**src/sv/isort_pkg.sv**
```systemverilog
// Shared types for the insertion sorter: controller states and the
// command/status bundles between controller and datapath. No dependencies.
package isort_pkg;

    typedef enum logic [2:0] {
        ST_IDLE,
        ST_SHIFT,
        ST_READ,
        ST_LOAD,
        ST_SEND
    } state_t;

    typedef struct packed {
        logic load;     // take input item, start insertion or mark overflow
        logic shift;    // move entry at pos-1 up to pos
        logic place;    // write key at pos, bump fill count
        logic capture;  // register store read data into output stage
        logic advance;  // next output entry
        logic finish;   // set given out, empty the store
    } cmd_t;

    typedef struct packed {
        logic full;       // store holds CAPACITY entries
        logic pos_zero;   // insertion point reached the bottom
        logic greater;    // entry below pos is larger than the key
        logic key_last;   // item being inserted closes the set
        logic out_end;    // output entry is the final one of the set
    } status_t;

endpackage

```
**src/sv/insertion_sorter.sv**
```systemverilog
// Insertion sorter top level. An item is accepted, then inserted by moving
// each larger stored entry up one place before the key is written, one store
// shift per cycle through the single-port-write memory.
// On the set's last item, each result goes through read, load and send states.
// Synchronous active-low reset empties the store (fill count and overflow
// cleared); store contents are not cleared.
module insertion_sorter #(
    parameter int CAPACITY   = 32,
    parameter int VALUE_BITS = 32
) (
    input  logic                         aclk,
    input  logic                         aresetn,
    input  logic                         s_valid,
    output logic                         s_ready,
    input  logic signed [VALUE_BITS-1:0] s_value,
    input  logic                         s_last,
    output logic                         m_valid,
    input  logic                         m_ready,
    output logic signed [VALUE_BITS-1:0] m_sorted_value,
    output logic                         m_end_of_set,
    output logic                         m_truncated
);
    isort_pkg::cmd_t    cmd;
    isort_pkg::status_t status;

    isort_ctrl u_ctrl (
        .aclk    (aclk),
        .aresetn (aresetn),
        .s_valid (s_valid),
        .s_last  (s_last),
        .s_ready (s_ready),
        .m_valid (m_valid),
        .m_ready (m_ready),
        .status  (status),
        .cmd     (cmd)
    );

    isort_datapath #(
        .CAPACITY   (CAPACITY),
        .VALUE_BITS (VALUE_BITS)
    ) u_datapath (
        .aclk      (aclk),
        .aresetn   (aresetn),
        .cmd       (cmd),
        .status    (status),
        .in_value  (s_value),
        .in_last   (s_last),
        .out_value (m_sorted_value),
        .out_end   (m_end_of_set),
        .out_trunc (m_truncated)
    );

    // input and output sides never overlap
    a_no_overlap: assert property (@(posedge aclk) disable iff (!aresetn)
        !(s_ready && m_valid))
        else $error("input ready while a result is pending");

    // a set in progress keeps the input closed
    a_set_continues: assert property (@(posedge aclk) disable iff (!aresetn)
        (m_valid && m_ready && !m_end_of_set) |=> !s_ready)
        else $error("input reopened before end of set");

    // end of set returns straight to accepting input
    a_set_done: assert property (@(posedge aclk) disable iff (!aresetn)
        (m_valid && m_ready && m_end_of_set) |=> (s_ready && !m_valid))
        else $error("sorter did not return to idle after end of set");

endmodule

```
**src/sv/isort_datapath.sv**
```systemverilog
// Insertion sorter datapath: sorted store memory, insertion pointer,
// fill count, overflow flag and output register. Uses isort_pkg.
module isort_datapath #(
    parameter int CAPACITY   = 32,
    parameter int VALUE_BITS = 32
) (
    input  logic                         aclk,
    input  logic                         aresetn,
    input  isort_pkg::cmd_t              cmd,
    output isort_pkg::status_t           status,
    input  logic signed [VALUE_BITS-1:0] in_value,
    input  logic                         in_last,
    output logic signed [VALUE_BITS-1:0] out_value,
    output logic                         out_end,
    output logic                         out_trunc
);
    localparam int AW = (CAPACITY > 1) ? $clog2(CAPACITY) : 1;
    localparam int CW = $clog2(CAPACITY + 1);

    logic signed [VALUE_BITS-1:0] store_mem [CAPACITY];
    logic signed [VALUE_BITS-1:0] rd_data_reg;
    logic [AW-1:0]                rd_addr;

    logic signed [VALUE_BITS-1:0] key_reg;
    logic                         last_reg;
    logic [AW-1:0]                pos_reg,   pos_next;
    logic [CW-1:0]                fill_reg,  fill_next;
    logic                         ovf_reg,   ovf_next;
    logic [AW-1:0]                oidx_reg,  oidx_next;
    logic signed [VALUE_BITS-1:0] oval_reg;
    logic                         oend_reg;
    logic                         otrunc_reg;

    logic full;
    assign full = (fill_reg == CW'(CAPACITY));

    // Read port: next entry below the insertion point, or the output entry.
    // Addresses that wrap at the bottom are never consumed.
    always_comb begin
        if (cmd.load) begin
            rd_addr = AW'(fill_reg - CW'(1));
        end else if (cmd.shift) begin
            rd_addr = pos_reg - AW'(2);
        end else begin
            rd_addr = oidx_reg;
        end
    end

    always_ff @(posedge aclk) begin
        rd_data_reg <= store_mem[rd_addr];
        if (cmd.shift) begin
            store_mem[pos_reg] <= rd_data_reg;
        end else if (cmd.place) begin
            store_mem[pos_reg] <= key_reg;
        end
    end

    always_comb begin
        pos_next  = pos_reg;
        fill_next = fill_reg;
        ovf_next  = ovf_reg;
        oidx_next = oidx_reg;
        if (cmd.load) begin
            pos_next = fill_reg[AW-1:0];
            if (full) begin
                ovf_next = 1'b1;
            end
        end
        if (cmd.shift) begin
            pos_next = pos_reg - AW'(1);
        end
        if (cmd.place) begin
            fill_next = fill_reg + CW'(1);
        end
        if (cmd.advance) begin
            oidx_next = oidx_reg + AW'(1);
        end
        if (cmd.finish) begin
            fill_next = '0;
            ovf_next  = 1'b0;
            oidx_next = '0;
        end
    end

    always_ff @(posedge aclk) begin
        if (!aresetn) begin
            pos_reg  <= '0;
            fill_reg <= '0;
            ovf_reg  <= 1'b0;
            oidx_reg <= '0;
        end else begin
            pos_reg  <= pos_next;
            fill_reg <= fill_next;
            ovf_reg  <= ovf_next;
            oidx_reg <= oidx_next;
        end
    end

    always_ff @(posedge aclk) begin
        if (cmd.load) begin
            key_reg  <= in_value;
            last_reg <= in_last;
        end
        if (cmd.capture) begin
            oval_reg   <= rd_data_reg;
            oend_reg   <= status.out_end;
            otrunc_reg <= ovf_reg;
        end
    end

    assign status.full     = full;
    assign status.pos_zero = (pos_reg == '0);
    assign status.greater  = (rd_data_reg > key_reg);
    assign status.key_last = last_reg;
    assign status.out_end  = ((CW'(oidx_reg) + CW'(1)) == fill_reg);

    assign out_value = oval_reg;
    assign out_end   = oend_reg;
    assign out_trunc = otrunc_reg;

endmodule

```
**src/sv/isort_ctrl.sv**
```systemverilog
// Insertion sorter controller: sequences insertion shifts and the output
// sweep over the store. Uses isort_pkg.
module isort_ctrl (
    input  logic                aclk,
    input  logic                aresetn,
    input  logic                s_valid,
    input  logic                s_last,
    output logic                s_ready,
    output logic                m_valid,
    input  logic                m_ready,
    input  isort_pkg::status_t  status,
    output isort_pkg::cmd_t     cmd
);
    isort_pkg::state_t state_reg, state_next;

    always_ff @(posedge aclk) begin
        if (!aresetn) begin
            state_reg <= isort_pkg::ST_IDLE;
        end else begin
            state_reg <= state_next;
        end
    end

    always_comb begin
        state_next = state_reg;
        cmd        = '0;
        s_ready    = 1'b0;
        m_valid    = 1'b0;
        unique case (state_reg)
            isort_pkg::ST_IDLE: begin
                s_ready = 1'b1;
                if (s_valid) begin
                    cmd.load = 1'b1;
                    if (!status.full) begin
                        state_next = isort_pkg::ST_SHIFT;
                    end else if (s_last) begin
                        // dropped item still closes the set
                        state_next = isort_pkg::ST_READ;
                    end
                end
            end
            isort_pkg::ST_SHIFT: begin
                if (!status.pos_zero && status.greater) begin
                    cmd.shift = 1'b1;
                end else begin
                    cmd.place  = 1'b1;
                    state_next = status.key_last ? isort_pkg::ST_READ
                                                 : isort_pkg::ST_IDLE;
                end
            end
            isort_pkg::ST_READ: begin
                state_next = isort_pkg::ST_LOAD;
            end
            isort_pkg::ST_LOAD: begin
                cmd.capture = 1'b1;
                state_next  = isort_pkg::ST_SEND;
            end
            isort_pkg::ST_SEND: begin
                m_valid = 1'b1;
                if (m_ready) begin
                    if (status.out_end) begin
                        cmd.finish = 1'b1;
                        state_next = isort_pkg::ST_IDLE;
                    end else begin
                        cmd.advance = 1'b1;
                        state_next  = isort_pkg::ST_READ;
                    end
                end
            end
            default: begin
                state_next = isort_pkg::ST_IDLE;
            end
        endcase
    end

endmodule

```
**config.mk**
```make
export PLATFORM = sky130hd
export DESIGN_NAME = insertion_sorter
export DESIGN_NICKNAME = d
export VERILOG_FILES = /design/src/sv/isort_pkg.sv /design/src/sv/insertion_sorter.sv /design/src/sv/isort_datapath.sv /design/src/sv/isort_ctrl.sv
export SDC_FILE = /design/constraint.sdc
export NUM_CORES = 1
export LEC_CHECK = 0
export BUFFER_PORTS_ARGS = -buffer_cell sky130_fd_sc_hd__buf_2
export CORE_MARGIN = 1.5
export CORE_UTILIZATION = 37
export CTS_BUF_LIST = sky130_fd_sc_hd__clkbuf_4 sky130_fd_sc_hd__clkbuf_8
export DETAILED_ROUTE_END_ITERATION = 7
export PLACE_DENSITY_LB_ADDON = 0.15
export SLEW_MARGIN = 20
export SYNTH_ARGS = -nofsm -noshare
export SYNTH_HDL_FRONTEND = slang
export SYNTH_SLANG_ARGS = --single-unit
export TNS_END_PERCENT = 5
```
**constraint.sdc**
```tcl
create_clock -name aclk -period 12.2 [get_ports aclk]
set_input_delay 0.61 -clock aclk [delete_from_list [all_inputs] [get_ports aclk]]
set_output_delay 0.61 -clock aclk [all_outputs]
set_load 0.05 [all_outputs]
```
==> results.toml <==
[clock_network]
clkTransAtPathRegs_ns = 0.07
root_buffer = "clkbuf_8"
numCtsBuffers = 188
hold_buffers = 35
post_cts_resized = 0
h-tree-depth = 4
post_cts_buffers = 0
cts.sinks = 1143
clk_latency_ns = 0.88
cts_buffer_depth = 3
cts_tree = "built"

[power_and_ir_drop]
p_comb_frac = 0.188
switching_power_mw = 2.90
netSwitchingFraction = 0.282
peakVddDrop_v = 0.0000940
p_clk_frac = 0.321
leakagePower_nw = 18.1
p_int_mw = 7.37
powerDensity_mw_per_mm2 = 194
sequentialPowerShare = 0.491

[final_layout]
finalNetCount = 2913
areaGrowthSynthToFinish_pct = 14.4
finalNonFillerCells = 4620
drive_gt1_frac = 0.214
regMostFlops = "u_datapath.store_mem"
largest_register_ffs = 1024
fill_cells = 10800

[sta]
setup_tns_ns = 0
setup_viol = 0
max_freq_mhz = 171
finalMaxSlewViolations = 0
finalCriticalPeriod_ns = 5.86
finalHoldViolCount = 0
skew_ns = 0.0334
grt_setup_unrepaired = "false"
slew_headroom = 0.241
worstMarginPinSlew_ns = 1.14
min_period_over_period = 0.481

[critical_path]
cp_slowest_stage_delay_ns = 0.98
cp.arrival_ns = 6.66
end_kind = "flip-flop"
cp_max_fo = 129
crit_slowest_cell = "buf_4"
cp.required_ns = 13.00
cp-start-kind = "flip-flop"
worstPathCellList = "inv_1 > ha_1 > nand4_1 > nor4_2 > o21ai_1 > a31oi_4 > or3_1 > a31oi_1 > a22oi_2 > buf_12 > buf_4 > mux2i_1 > mux2_2 > a22oi_1 > and4_1"
criticalPathCategory = "reg2reg"

[die]
initial_utilization = 0.373
io_pins = 73
die_area_sq_mm = 0.127
dieWidth_um = 356
die_h_um = 356
rows = 129
core_sq_mm = 0.124

[run]
maxCapViolations = 0

[logic_synthesis]
synth_fp_nets = 2673
seq_area_frac_synth = 0.731
syn_area_sq_mm = 0.0462
yosysTopAreaCell = "edfxtp_1"
netlist_instances = 2594
async_flop_share = 0
ys_ff_latch = 1143
synth_cell_type_count = 56
synth_top_area_frac = 0.709
synth_area_per_cell_sq_um = 17.8
synth_edf_count = 1091
synth_ff_type = "edfxtp_1"
ys_warn_count = 0
synth_area_leaders = "edfxtp_1, mux2i_1, mux2_2"

[global_route]
grt_max_degree = 140
grt_use_total = 0.207
grt_pass1_wl_mm = 184
antenna_found_initial = 7
grt_pass1_vias = 24700
overflow = 0

[status]
status = "finished with violations"
failed_checks = "DRC"

[placement]
hpwl_mm = 67.9
io_buffer_count = 72
dp_cells = 4245
place_congestion = 0.794

[drt]
detail-route-antenna-nets = 0
post-route-drc-count = 12
firstDrtPassIters = 8
dr.first_iter.drc_count = 2101
wl_mm = 132
routed-via-count = 24600
viasPerCell = 5.31
routedWlPerCell_um = 28.6

[min_path]
min_path_type = "in2reg"
-- cells by family (layout without fill, tap and decap cells) --
group | after synthesis | count (layout) | share of synthesized area
DFF | 1143 | 1143 | 0.731
muxes | 769 | 769 | 0.172
AOI/OAI and AO/OA | 232 | 232 | 0.0360
and+or+nand+nor | 217 | 217 | 0.0245
buffers and inverters | 174 | 559 | 0.0218
adders and majority gates | 42 | 42 | 0.0114
xor gates and xnor gates | 17 | 17 | 0.00322
other | 0 | 4 | 0
-- cell usage after synthesis (2+ instances only) --
library cell and instances:
ha_1 42, nand2_1 60, edfxtp_1 1091, o21ai_0 45
a211oi_1 2, nor2_1 61, mux2_2 129, dfxtp_1 52
nand3b_1 3, o21ai_1 4, o211ai_1 2, buf_6 25
nor2b_1 7, inv_1 45, clkbuf_1 44, a221oi_1 2
buf_2 22, and3_1 5, xor2_1 8, nor4_1 2
nand2b_1 3, and2_1 3, xnor2_1 9, a2bb2oi_1 63
or3_1 6, mux2_1 64, a22oi_1 67, nor3_1 13
a21oi_1 26, nand3_1 9, buf_4 37, mux2i_1 575
and4_1 33, a31oi_1 4, nor3b_1 2, o21a_1 3
o31ai_1 2, nand4_1 6
-- layer usage --
| metal | vias up | wire length (um) | GRT usage |
|---|---|---|---|
| met3 | 214 | 6330 | 0.0323 |
| li1 | 10700 | - | - |
| met4 | 0 | 3540 | 0.0718 |
| met1 | 12900 | 58800 | 0.283 |
| met2 | 716 | 63300 | 0.336 |
| met5 | - | 0 | 0 |
-- worst paths after layout --
kind	slack, ns	to	cells past startpoint	startpoint
max	6.34	u_datapath.rd_data_reg[10]$_DFF_P_	15	u_datapath.key_reg[15]$_DFFE_PP_
min	0.16	u_datapath.oidx_reg[0]$_SDFFE_PP0P_	4	m_ready
max reg2reg	6.34	u_datapath.rd_data_reg[10]$_DFF_P_	15	u_datapath.key_reg[15]$_DFFE_PP_
min reg2reg	0.45	u_datapath.out_trunc$_DFFE_PP_	0	u_datapath.ovf_reg$_SDFFE_PP0P_
-- power by group through the flow --
stage                     sequential [mW]  combinational (mW)  clock [mW]
after floorplan                      5.11                1.24           0
after global placement               5.12                1.86           0
after detailed placement             5.12                1.92           0
after CTS                            5.04                1.94        3.36
after global routing                 5.05                2.10        3.52
final                                5.04                1.94        3.29
-- cell type report --
cell class / instances / area [sq um] / share of cell area
Multi-Input combinational cell: 1277 / 11900 / 0.225
Inverter: 45 / 169 / 0.00319
Clock inverter: 64 / 315 / 0.00596
Sequential cell: 1143 / 33800 / 0.639
Clock buffer: 271 / 3360 / 0.0635
Tap cell: 1637 / 2050 / 0.0387
Timing Repair Buffer: 179 / 1300 / 0.0246
Antenna cell: 4 / 10.0 / 0.000189
-- cell usage in the layout, fill, tap and decap left out, drive strengths merged, types with 13 or more instances in the layout --
master and instances:
edfxtp 1091, mux2i 575, clkbuf 271, mux2 193, buf 144, a22oi 67, a2bb2oi 63, nor2 62
nand2 60, clkinv 56, dfxtp 52, o21ai 49, inv 47, ha 42, dlygate4sd3 35, and4 33
a21oi 26, nor3 13
-- stage by stage --
stage          total power [mW]  setup slack, ns  hold WS (ns)  utilization  instance area [sq um]
3_5_place_dp               7.05             6.26         0.432        0.394                  48800
5_1_grt                    10.7             6.09         0.157        0.427                  52900
6_report                   10.3             6.34         0.160        0.427                  52900
3_3_place_gp               6.98             5.82         0.435        0.394                  48700
2_1_floorplan              6.36             7.73         0.409            -                  46200
4_1_cts                    10.3             6.24        0.0672        0.427                  52800
-- critical path: cells and delay by family, from the launching register on --
kind / cells / cell delay [ns]
compound gates: 5 / 1.19
fa+ha+maj: 1 / 0.31
buf+inv: 3 / 1.62
flops: 1 / 0.33
mux: 2 / 0.51
simple gates: 4 / 1.49
(Power assumes the default switching activity.)
